**src/block_predictor_selector_defines.svh**
```systemverilog
// assertion helpers shared by the predictor selector modules
`ifndef BLOCK_PREDICTOR_SELECTOR_DEFINES_SVH
`define BLOCK_PREDICTOR_SELECTOR_DEFINES_SVH

// condition that must hold at every clock edge out of reset
`define BPS_ASSERT_HOLDS(lbl, clk, rstn, cond) \
    lbl: assert property (@(posedge clk) disable iff (!rstn) (cond)) \
        else $error("bps: invariant violated");

// consequent checked in the same cycle as the antecedent
`define BPS_ASSERT_SAME(lbl, clk, rstn, ante, cons) \
    lbl: assert property (@(posedge clk) disable iff (!rstn) (ante) |-> (cons)) \
        else $error("bps: same-cycle check failed");

// consequent checked in the cycle after the antecedent
`define BPS_ASSERT_NEXT(lbl, clk, rstn, ante, cons) \
    lbl: assert property (@(posedge clk) disable iff (!rstn) (ante) |=> (cons)) \
        else $error("bps: next-cycle check failed");

`endif

```
**src/bps_pkg.sv**
```systemverilog
`timescale 1ns / 1ps
package bps_pkg;

    // block geometry sets the saturation point of the cost sums
    localparam int BLOCK_SIZE = 48;
    localparam int CHANNELS   = 4;

    localparam int NUM_PRED = 10;
    localparam int PIX_W    = 8;
    localparam int COST_W   = 22;
    localparam int IDX_W    = 4;
    localparam int CALC_W   = 13;

    localparam int IN_DATA_W  = 4 * PIX_W;
    localparam int OUT_DATA_W = ((IDX_W + COST_W + 7) / 8) * 8;
    localparam int OUT_PAD_W  = OUT_DATA_W - IDX_W - COST_W;

    localparam int FULL_BLOCK_COST = 255 * BLOCK_SIZE * BLOCK_SIZE * CHANNELS;
    localparam int SUM_MAX         = (1 << COST_W) - 1;
    localparam logic [COST_W-1:0] COST_CAP = (FULL_BLOCK_COST < SUM_MAX) ?
        COST_W'(FULL_BLOCK_COST) : COST_W'(SUM_MAX);

    // predictor indices as reported on the result channel
    typedef enum logic [IDX_W-1:0] {
        PRED_AVG_LU  = 4'd0,
        PRED_UP      = 4'd1,
        PRED_UPLEFT  = 4'd2,
        PRED_LEFT    = 4'd3,
        PRED_GRAD    = 4'd4,
        PRED_SEMI23  = 4'd5,
        PRED_SEMI5   = 4'd6,
        PRED_SKEW    = 4'd7,
        PRED_AVG_UUL = 4'd8,
        PRED_NONE    = 4'd9
    } pred_t;

    typedef logic [PIX_W-1:0]          pix_t;
    typedef pix_t [NUM_PRED-1:0]       res_vec_t;
    typedef logic [COST_W-1:0]         cost_t;
    typedef cost_t [NUM_PRED-1:0]      cost_vec_t;
    typedef logic signed [CALC_W-1:0]  calc_t;

    // one sample's residuals travelling to the accumulators
    typedef struct packed {
        res_vec_t res;
        logic     last;
    } res_beat_t;

    // predictor candidate in the minimum search
    typedef struct packed {
        pred_t idx;
        cost_t cost;
    } cand_t;

    localparam calc_t PIX_MAX = calc_t'(255);

    // limit a signed intermediate to the pixel range
    function automatic pix_t clamp_pix(calc_t v);
        if (v < 0)
            return '0;
        else if (v > PIX_MAX)
            return '1;
        else
            return v[PIX_W-1:0];
    endfunction

    function automatic pix_t abs_diff(pix_t a, pix_t b);
        return (a >= b) ? (a - b) : (b - a);
    endfunction

    // lower-index candidate goes first; it keeps a tie
    function automatic cand_t min_cand(cand_t lo, cand_t hi);
        return (hi.cost < lo.cost) ? hi : lo;
    endfunction

endpackage

```
**src/bps_residual.sv**
```systemverilog
`timescale 1ns / 1ps
module bps_residual (
    input  logic              aclk,
    input  logic              aresetn,
    input  logic              in_valid,
    output logic              in_ready,
    input  bps_pkg::pix_t     cur_sample,
    input  bps_pkg::pix_t     left_sample,
    input  bps_pkg::pix_t     up_sample,
    input  bps_pkg::pix_t     upleft_sample,
    input  logic              block_last,
    output logic              res_valid,
    input  logic              res_ready,
    output bps_pkg::res_beat_t res_beat
);
    import bps_pkg::*;

    localparam calc_t K1 = calc_t'(1);
    localparam calc_t K3 = calc_t'(3);
    localparam calc_t K5 = calc_t'(5);

    logic          res_valid_reg;
    res_beat_t     res_beat_reg;
    res_beat_t     res_beat_next;
    calc_t         l_s, u_s, ul_s;
    calc_t         grad_v, semi23_v, semi5_v, skew_v;
    logic [PIX_W:0] sum_lu, sum_uul;
    res_vec_t      pred;

    // signed working copies of the neighbours
    assign l_s  = calc_t'(left_sample);
    assign u_s  = calc_t'(up_sample);
    assign ul_s = calc_t'(upleft_sample);

    assign sum_lu  = {1'b0, left_sample} + {1'b0, up_sample};
    assign sum_uul = {1'b0, up_sample} + {1'b0, upleft_sample};

    // gradient style predictors before clamping
    assign grad_v   = l_s + u_s - ul_s;
    assign semi23_v = ((u_s <<< 1) + K3 * l_s - ul_s + K1) >>> 2;
    assign semi5_v  = (K5 * u_s + K5 * l_s - (ul_s <<< 1) + K3) >>> 3;
    assign skew_v   = (K3 * (u_s + l_s) - (ul_s <<< 1)) >>> 2;

    // predictor values
    always_comb begin
        pred               = '0;
        pred[PRED_AVG_LU]  = sum_lu[PIX_W:1];
        pred[PRED_UP]      = up_sample;
        pred[PRED_UPLEFT]  = upleft_sample;
        pred[PRED_LEFT]    = left_sample;
        pred[PRED_GRAD]    = clamp_pix(grad_v);
        pred[PRED_SEMI23]  = clamp_pix(semi23_v);
        pred[PRED_SEMI5]   = clamp_pix(semi5_v);
        pred[PRED_SKEW]    = clamp_pix(skew_v);
        pred[PRED_AVG_UUL] = sum_uul[PIX_W:1];
        pred[PRED_NONE]    = '0;
    end

    // absolute residual per predictor
    always_comb begin
        res_beat_next.last = block_last;
        for (int i = 0; i < NUM_PRED; i++) begin
            res_beat_next.res[i] = abs_diff(cur_sample, pred[i]);
        end
    end

    assign in_ready = !res_valid_reg || res_ready;

    // residual stage valid
    always_ff @(posedge aclk) begin
        if (!aresetn) begin
            res_valid_reg <= 1'b0;
        end else if (in_ready) begin
            res_valid_reg <= in_valid;
        end
    end

    // residual stage payload
    always_ff @(posedge aclk) begin
        if (in_valid && in_ready) begin
            res_beat_reg <= res_beat_next;
        end
    end

    assign res_valid = res_valid_reg;
    assign res_beat  = res_beat_reg;

endmodule

```
**src/bps_accum.sv**
```systemverilog
`timescale 1ns / 1ps
`include "block_predictor_selector_defines.svh"
module bps_accum (
    input  logic                aclk,
    input  logic                aresetn,
    input  logic                res_valid,
    output logic                res_ready,
    input  bps_pkg::res_beat_t  res_beat,
    output logic                snap_valid,
    input  logic                snap_ready,
    output bps_pkg::cost_vec_t  snap_sums
);
    import bps_pkg::*;

    cost_vec_t sums_reg;
    cost_vec_t sums_next;
    cost_vec_t sat_sums;
    cost_vec_t snap_reg;
    logic      snap_valid_reg;
    logic      snap_free;
    logic      consume;
    logic      sums_in_range;
    logic [COST_W:0] wide_sum [NUM_PRED];

    // saturating add of each residual to its sum
    always_comb begin
        for (int i = 0; i < NUM_PRED; i++) begin
            wide_sum[i] = {1'b0, sums_reg[i]} + (COST_W + 1)'(res_beat.res[i]);
            sat_sums[i] = (wide_sum[i] > {1'b0, COST_CAP}) ?
                COST_CAP : wide_sum[i][COST_W-1:0];
        end
    end

    // a block end waits until the snapshot slot is free
    assign snap_free = !snap_valid_reg || snap_ready;
    assign res_ready = !res_beat.last || snap_free;
    assign consume   = res_valid && res_ready;

    always_comb begin
        sums_next = sums_reg;
        if (consume) begin
            sums_next = res_beat.last ? '0 : sat_sums;
        end
    end

    // running sums
    always_ff @(posedge aclk) begin
        if (!aresetn) begin
            sums_reg <= '0;
        end else begin
            sums_reg <= sums_next;
        end
    end

    // end-of-block snapshot valid
    always_ff @(posedge aclk) begin
        if (!aresetn) begin
            snap_valid_reg <= 1'b0;
        end else if (snap_free) begin
            snap_valid_reg <= consume && res_beat.last;
        end
    end

    // end-of-block snapshot payload
    always_ff @(posedge aclk) begin
        if (consume && res_beat.last) begin
            snap_reg <= sat_sums;
        end
    end

    assign snap_valid = snap_valid_reg;
    assign snap_sums  = snap_reg;

    always_comb begin
        sums_in_range = 1'b1;
        for (int i = 0; i < NUM_PRED; i++) begin
            if (sums_reg[i] > COST_CAP)
                sums_in_range = 1'b0;
        end
    end

    `BPS_ASSERT_NEXT(a_clear_after_last, aclk, aresetn, (consume && res_beat.last), (sums_reg == '0))
    `BPS_ASSERT_HOLDS(a_sums_capped, aclk, aresetn, sums_in_range)
    `BPS_ASSERT_NEXT(a_snap_held, aclk, aresetn, (snap_valid_reg && !snap_ready), (snap_valid_reg && $stable(snap_reg)))

endmodule

```
**src/bps_argmin.sv**
```systemverilog
`timescale 1ns / 1ps
`include "block_predictor_selector_defines.svh"
module bps_argmin (
    input  logic                               aclk,
    input  logic                               aresetn,
    input  logic                               snap_valid,
    output logic                               snap_ready,
    input  bps_pkg::cost_vec_t                 snap_sums,
    output logic                               m_tvalid,
    input  logic                               m_tready,
    output logic [bps_pkg::OUT_DATA_W-1:0]     m_tdata
);
    import bps_pkg::*;

    localparam int NUM_GRP = 3;

    cand_t               cand [NUM_PRED];
    cand_t [NUM_GRP-1:0] grp_reg;
    cand_t [NUM_GRP-1:0] grp_next;
    cand_t               out_reg;
    cand_t               out_next;
    logic                grp_valid_reg;
    logic                grp_free;
    logic                m_tvalid_reg;
    logic                out_free;

    // tag each sum with its predictor index
    always_comb begin
        for (int i = 0; i < NUM_PRED; i++) begin
            cand[i].idx  = pred_t'(i);
            cand[i].cost = snap_sums[i];
        end
    end

    // first two tree levels: minimum within three groups
    assign grp_next[0] = min_cand(min_cand(cand[0], cand[1]), min_cand(cand[2], cand[3]));
    assign grp_next[1] = min_cand(min_cand(cand[4], cand[5]), min_cand(cand[6], cand[7]));
    assign grp_next[2] = min_cand(cand[8], cand[9]);

    // last two levels across the groups
    assign out_next = min_cand(min_cand(grp_reg[0], grp_reg[1]), grp_reg[2]);

    assign out_free   = !m_tvalid_reg || m_tready;
    assign grp_free   = !grp_valid_reg || out_free;
    assign snap_ready = grp_free;

    // group stage
    always_ff @(posedge aclk) begin
        if (!aresetn) begin
            grp_valid_reg <= 1'b0;
        end else if (grp_free) begin
            grp_valid_reg <= snap_valid;
        end
    end

    always_ff @(posedge aclk) begin
        if (snap_valid && grp_free) begin
            grp_reg <= grp_next;
        end
    end

    // output register
    always_ff @(posedge aclk) begin
        if (!aresetn) begin
            m_tvalid_reg <= 1'b0;
        end else if (out_free) begin
            m_tvalid_reg <= grp_valid_reg;
        end
    end

    always_ff @(posedge aclk) begin
        if (grp_valid_reg && out_free) begin
            out_reg <= out_next;
        end
    end

    assign m_tvalid = m_tvalid_reg;
    assign m_tdata  = {{OUT_PAD_W{1'b0}}, out_reg.cost, out_reg.idx};

    `BPS_ASSERT_NEXT(a_min_cost, aclk, aresetn, (grp_valid_reg && out_free), ((out_reg.cost <= $past(grp_reg[0].cost)) && (out_reg.cost <= $past(grp_reg[1].cost)) && (out_reg.cost <= $past(grp_reg[2].cost))))
    `BPS_ASSERT_NEXT(a_grp_held, aclk, aresetn, (grp_valid_reg && !out_free), (grp_valid_reg && $stable(grp_reg)))
    `BPS_ASSERT_SAME(a_tail_group, aclk, aresetn, grp_valid_reg, ((grp_reg[2].idx == PRED_AVG_UUL) || (grp_reg[2].idx == PRED_NONE)))

endmodule

```
**src/block_predictor_selector.sv**
```systemverilog
`timescale 1ns / 1ps
// result: last sample passes the residual, snapshot, group and output registers
// throughput: one sample per cycle barring m_tready stalls; output is registered
// pipeline: input register, residual register, accumulators, group minimum, output register
// reset: synchronous active-low aresetn clears all valid bits and the ten cost sums
// no clearing pass after reset; the first sample is taken in the cycle after release
module block_predictor_selector (
    input  logic                              aclk,
    input  logic                              aresetn,
    input  logic                              s_tvalid,
    output logic                              s_tready,
    // cur_sample [7:0], left_sample [15:8], up_sample [23:16], upleft_sample [31:24]
    input  logic [bps_pkg::IN_DATA_W-1:0]     s_tdata,
    input  logic                              s_tlast,
    output logic                              m_tvalid,
    input  logic                              m_tready,
    // best_filter [3:0], best_cost [25:4], zero [31:26]
    output logic [bps_pkg::OUT_DATA_W-1:0]    m_tdata
);
    import bps_pkg::*;

    logic           in_valid_reg;
    pix_t           cur_reg, left_reg, up_reg, upleft_reg;
    logic           last_reg;
    logic           res_in_ready;
    logic           res_valid;
    logic           res_ready;
    res_beat_t      res_beat;
    logic           snap_valid;
    logic           snap_ready;
    cost_vec_t      snap_sums;

    assign s_tready = !in_valid_reg || res_in_ready;

    // input register valid
    always_ff @(posedge aclk) begin
        if (!aresetn) begin
            in_valid_reg <= 1'b0;
        end else if (s_tready) begin
            in_valid_reg <= s_tvalid;
        end
    end

    // input register payload
    always_ff @(posedge aclk) begin
        if (s_tvalid && s_tready) begin
            cur_reg    <= s_tdata[0*PIX_W +: PIX_W];
            left_reg   <= s_tdata[1*PIX_W +: PIX_W];
            up_reg     <= s_tdata[2*PIX_W +: PIX_W];
            upleft_reg <= s_tdata[3*PIX_W +: PIX_W];
            last_reg   <= s_tlast;
        end
    end

    bps_residual u_residual (
        .aclk          (aclk),
        .aresetn       (aresetn),
        .in_valid      (in_valid_reg),
        .in_ready      (res_in_ready),
        .cur_sample    (cur_reg),
        .left_sample   (left_reg),
        .up_sample     (up_reg),
        .upleft_sample (upleft_reg),
        .block_last    (last_reg),
        .res_valid     (res_valid),
        .res_ready     (res_ready),
        .res_beat      (res_beat)
    );

    bps_accum u_accum (
        .aclk       (aclk),
        .aresetn    (aresetn),
        .res_valid  (res_valid),
        .res_ready  (res_ready),
        .res_beat   (res_beat),
        .snap_valid (snap_valid),
        .snap_ready (snap_ready),
        .snap_sums  (snap_sums)
    );

    bps_argmin u_argmin (
        .aclk       (aclk),
        .aresetn    (aresetn),
        .snap_valid (snap_valid),
        .snap_ready (snap_ready),
        .snap_sums  (snap_sums),
        .m_tvalid   (m_tvalid),
        .m_tready   (m_tready),
        .m_tdata    (m_tdata)
    );

endmodule
```
**config.mk**
```make
export PLATFORM = sky130hd
export DESIGN_NAME = block_predictor_selector
export DESIGN_NICKNAME = d
export VERILOG_FILES = /design/src/bps_pkg.sv /design/src/bps_residual.sv /design/src/bps_accum.sv /design/src/bps_argmin.sv /design/src/block_predictor_selector.sv
export VERILOG_INCLUDE_DIRS = /design/src /design/src/src
export SDC_FILE = /design/constraint.sdc
export NUM_CORES = 2
export LEC_CHECK = 0
export BUFFER_PORTS_ARGS = -buffer_cell sky130_fd_sc_hd__buf_2
export CAP_MARGIN = 20
export CELL_PAD_IN_SITES_DETAIL_PLACEMENT = 0
export CELL_PAD_IN_SITES_GLOBAL_PLACEMENT = 1
export CORE_ASPECT_RATIO = 0.75
export CORE_MARGIN = 5
export CORE_UTILIZATION = 51
export DETAILED_ROUTE_END_ITERATION = 8
export PLACE_DENSITY = 0.9
export SETUP_SLACK_MARGIN = 0.02
export SYNTH_ARGS = -nofsm -noshare
export SYNTH_HDL_FRONTEND = slang
export SYNTH_SLANG_ARGS = --single-unit
```
**constraint.sdc**
```tcl
create_clock -name aclk -period 9.8 [get_ports aclk]
set_input_delay 1.47 -clock aclk [delete_from_list [all_inputs] [get_ports aclk]]
set_output_delay 1.47 -clock aclk [all_outputs]
set_load 0.03 [all_outputs]
```
======== Yosys cells after proc, flatten, opt, wreduce, memory -nomap -nowiden ========
Index checks and enable logic that the tools add are counted.
word-level totals
  register bits after elaboration ......... 663
  word-level logic and storage cells ...... 186
operators by class
  $add $sub $neg .......................... 40
  multiply operators ...................... 4
  magnitude comparators ................... 37
  mux-type cells .......................... 38
  reduce and logical (&&, ||, !) cells .... 18
operators with widths
  operator                                                      number
  adder 22 x 8 -> 23 bit                                        10
  > comparator 23 x 22 -> 1 bit (second input constant)         10
  2-to-1 mux 22 bit                                             10
  2-to-1 mux 220 bit                                            1
  less-than comparator 22 bit                                   9
  2-to-1 mux 8 bit                                              18
  subtractor 8 bit                                              18
  2-to-1 mux 23 bit                                             5
  2-to-1 mux 26 bit                                             4
  >= comparator 8 bit                                           9
  adder 8 x 8 -> 9 bit                                          3
  subtractor 13 x 10 -> 13 bit                                  2
  > comparator 11 x 9 -> 1 bit (second input constant)          2
  less-than comparator 11 x 1 -> 1 bit (second input constant)  2
  multiplier 3 x 8 -> 11 bit (first input constant)             2
  adder 10 x 13 -> 13 bit                                       1
  adder 13 bit                                                  1
  adder 13 x 2 -> 13 bit (second input constant)                1
  adder 13 x 3 -> 13 bit (second input constant)                1
  > comparator 13 x 9 -> 1 bit (second input constant)          1
  less-than comparator 13 x 1 -> 1 bit (second input constant)  1
  multiplier 3 x 13 -> 13 bit (first input constant)            1
  subtractor 13 x 9 -> 13 bit                                   1
  > comparator 10 x 9 -> 1 bit (second input constant)          1
  8 further kinds                                               23

======== Logic depth before layout (Yosys ltp) ========
  word-level depth ........................ 9
  depth in mapped cells ................... 36
  depth with buffers taken out ............ 33

======== Modules after synthesis ========
A second synthesis with hierarchy kept.
unflattened totals
  cells, all modules ...................... 5326
  area total of the unflattened synthesis .. 49160.9 um^2
by module, submodules not included
  module                    instances  cells each  area an instance (um^2)  seq. area each (um^2)
  bps_accum                 1          2652        24384.6                  11030.6
  bps_residual              1          1479        13072.5                  2452.4
  bps_argmin                1          1157        10655.2                  2952.8
  block_predictor_selector  1          38          1048.5                   1011.0

======== Least setup slack after synthesis ========
Ideal clock, no wire load.
  kind .................................... input -> register
  start ................................... input m_tready
  end ..................................... register u_accum.snap_reg (netlist bit u_accum.snap_sums[0]), enable pin
  library setup time ...................... 0.610 ns
  data arrival time ....................... 6.908 ns
  slack ................................... 2.282 ns
  cell stages on the path ................. 4
  path through ............................ nor2b_1 and2_1 nand3_1 and3_1
on the way
  word-level cells in the longest chain between the ends .. 6
ends and longest elaborated chain
  element                 RTL line                        RTL
  start: declaration      block_predictor_selector.sv:16  input logic m_tready,
  logical OR 1 bit        bps_argmin.sv:43                assign out_free = !m_tvalid_reg || m_tready;
  logical OR 1 bit        bps_argmin.sv:44                assign grp_free = !grp_valid_reg || out_free;
  logical OR 1 bit        bps_accum.sv:35                 assign snap_free = !snap_valid_reg || snap_ready;
  logical OR 1 bit        bps_accum.sv:36                 assign res_ready = !res_beat.last || snap_free;
  logical AND 1 bit       bps_accum.sv:37                 assign consume = res_valid && res_ready;
  logical AND 1 bit       bps_accum.sv:66                 if (consume && res_beat.last) begin
  end signal: assignment  bps_accum.sv:67                 snap_reg <= sat_sums;
  end: declaration        bps_accum.sv:18                 cost_vec_t snap_reg;
Every way passes these cells.
A chain may end at the register's enable or synchronous reset.

==> metrics.csv <==
stage,metric,value,unit
status,status,"finished, final reports clean",
placement,Detail Placement HPWL,93710,um
detailed_routing,via count,37124,
critical_path,CP startpoint kind,flop,
clocking,Clock Pin Slew Worst Setup and Hold Paths,0.06,ns
yosys,Synth area leader,edfxtp_1,
timing,Slew Limit Fails,0,
detailed_routing,vias per cell,5.932,
yosys,asr flop ratio synth,0,%
detailed_routing,residual DRC count,0,
clocking,CTS tree,done,
critical_path,crit path buf inv count,3,
floorplanning,starting density of the core,51.47,%
final_layout,footprint of the multi-input gates,27350,um^2
timing,Rel. slew slack,28.75,%
yosys,Synth top area share,27.44,%
timing,Least-Margin Pin Slew,1.042,ns
detailed_routing,Initial DRT Pass Iterations,5,
yosys,Mean Syn Cell Area,9.481,um^2
critical_path,Crit path max-delay family,compound AO/OA/AOI/OAI gates,
detailed_routing,ANT nets after route,0,
yosys,"Seq/Total Area, Yosys",36.99,%
final_layout,Area Overhead vs Synth,8.303,%
final_layout,Register Area,17450,um^2
critical_path,CP max FO,15,
clocking,CTS Root Cell,clkbuf_16,
yosys,yosys warns,0,
final_layout,fraction of layout cells with a size suffix above 1,6.795,%
timing,hold violation total from the final report,0,
grt,initial antenna violation count,3,
grt,vias in the first global route,34832,
clocking,Post-CTS Hold Buffers,0,
floorplanning,I/O pin total,71,
timing,max frequency,124.1,MHz
floorplanning,Cell Rows,96,
yosys,Yosys cell types,107,
timing,share of the clock period used by the worst path,82.22,%
clocking,CTS Buffer Depth,3,
floorplanning,Die X,361.2,um
grt,gr ovfl total,0,
grt,GR Util All Layers,24.82,%
critical_path,Critical-path top delay cell,xor2_1,
critical_path,"Worst Path Class, Setup",flop to flop,
yosys,"Primary FF master, synth",edfxtp_1,
grt,first-pass GRT wire length,196100,um
final_layout,# diodes,0,
final_layout,Finished Layout Cells,6258,
critical_path,WP data required,10.20,ns
detailed_routing,Detailed Route WL,125300,um
hold_path,hold crit path type,flop to flop,
yosys,ranking of synthesized cells by area,"edfxtp_1 27%, ha_1 13%, dfxtp_1 9.5%",
placement,dpl cells,6125,
placement,number of buffers added on ports,64,
floorplanning,core area,91650,um^2
floorplanning,Die H,273.4,um
final_layout,Fillers,7944,
final_layout,"commonest non-fill, non-tap cells in the layout","507 x ha_1, 440 x inv_1, 431 x edfxtp_1",
detailed_routing,routed len/inst,20.03,um
clocking,Clock Latency Late Sink,0.69,ns
power_and_ir_drop,peak supply drop,0.2654,mV
yosys,area of the mapped netlist,47170,um^2
critical_path,"Top cell by count, worst path",ha_1,
yosys,Post-synth EDFFs,431,
timing,minimum clock period,8.058,ns
clocking,TritonCTS Buffers,71,
yosys,Synth Register Bits,656,
yosys,Cells after Synth,4975,
placement,gpl congestion,0.9108,
clocking,CTS resizes,0,
final_layout,fin nets,5581,
timing,final hold slack,0.4387,ns
final_layout,"commonest non-fill, non-tap cell in the layout",ha_1,
power_and_ir_drop,PwrDens,211.8,nW/um^2
timing,final setup fails,0,
grt,largest net degree at the start of global routing,76,
run,max cap viols,0,
power_and_ir_drop,leakage power,0.02186,uW
timing,RSZ-0062 raised after global routing,false,
timing,Setup Skew,0.03666,ns
clocking,post-CTS setup buffer count,0,
floorplanning,die area,98730,um^2
power_and_ir_drop,total chip power,10820,uW
critical_path,Worst Path Arrival,8.46,ns
detailed_routing,initial detailed-routing violation count,3566,
critical_path,CP Capture Type,flop,
timing,setup TNS,0,ns
clocking,H-tree lvl count,3,
clocking,TritonCTS Sinks,656,
critical_path,crit-path max cell delay,0.68,ns
[kinds of logic after synthesis]
kind of cell,after synthesis,share of synthesized area (%)
XOR/XNOR,271,5.032
AO/OA/AOI/OAI,1276,17.86
other,1,0.007950
adder cells (fa/ha/maj),570,16.12
buffers and inverters,631,5.263
AND/OR/NAND/NOR,1369,14.40
multiplexers,201,4.326
flip-flops,656,36.99
[worst reg2reg max path, delay by kind of cell, from the launching register on]
family          cells  cell delay [ns]
compound gates     13             2.75
xor+xnor            2             0.84
fa+ha+maj           7             2.38
buf+inv             3             0.42
flops               1             0.50
mux                 1             0.16
simple gates        4             0.76
[cells in the mapped netlist (63+ instances only)]
| library cell | count |
|---|---|
| xnor2_1 | 162 |
| nand2_1 | 368 |
| nor2_1 | 356 |
| edfxtp_1 | 431 |
| a21o_1 | 118 |
| nor2b_1 | 85 |
| dfxtp_1 | 225 |
| clkbuf_1 | 126 |
| inv_1 | 440 |
| fa_1 | 63 |
| nand3_1 | 93 |
| ha_1 | 507 |
| a21oi_1 | 276 |
| nor3_1 | 75 |
| mux2i_1 | 178 |
| o21ai_0 | 317 |
| and2_1 | 78 |
| xor2_1 | 109 |
[final timing paths]
path                    startpoint                                 to  slack [ns]  depth (start not counted)
max reg2reg  left_reg[0]$_DFFE_PP_  u_residual.res_beat[63]$_DFFE_PP_        1.74                         30
max          left_reg[0]$_DFFE_PP_  u_residual.res_beat[63]$_DFFE_PP_        1.74                         30
min             last_reg$_DFFE_PP_   u_residual.res_beat[0]$_DFFE_PP_        0.44                          0
min reg2reg     last_reg$_DFFE_PP_   u_residual.res_beat[0]$_DFFE_PP_        0.44                          0
[where the power goes]
part | internal (uW) | switching, uW
combinational | 1920 | 2630
sequential | 3290 | 189
clock | 1550 | 1240
[layer usage]
metal  GRT usage, %  wire, um  vias up  share of wire [%]
met3          4.860     10200      168                8.1
met4          5.815      2864        0                2.3
met5              0         0        -                  0
met1          37.09     59650    17713                 48
met2          37.10     52630     1257                 42
li1               -         -    17986                  -
[layout make-up]
type                            count  share of cell area [%]
Inverter                          440                   3.233
Sequential cell                   656                   34.15
Timing Repair Buffer              112                   1.332
Tap cell                         1225                   3.000
Multi-Input combinational cell   3693                   53.54
Clock buffer                       91                   3.865
Clock inverter                     41                  0.8768
[through the flow]
step	utilization (%)	cell area [um^2]	setup WS, ns
floorplan	-	47190	2.282
global placement	53.09	48650	1.889
detailed placement	53.09	48650	1.799
CTS	55.73	51080	1.739
global route	55.74	51080	1.160
finish	55.74	51080	1.742
Power figures use the tool's default switching activity.
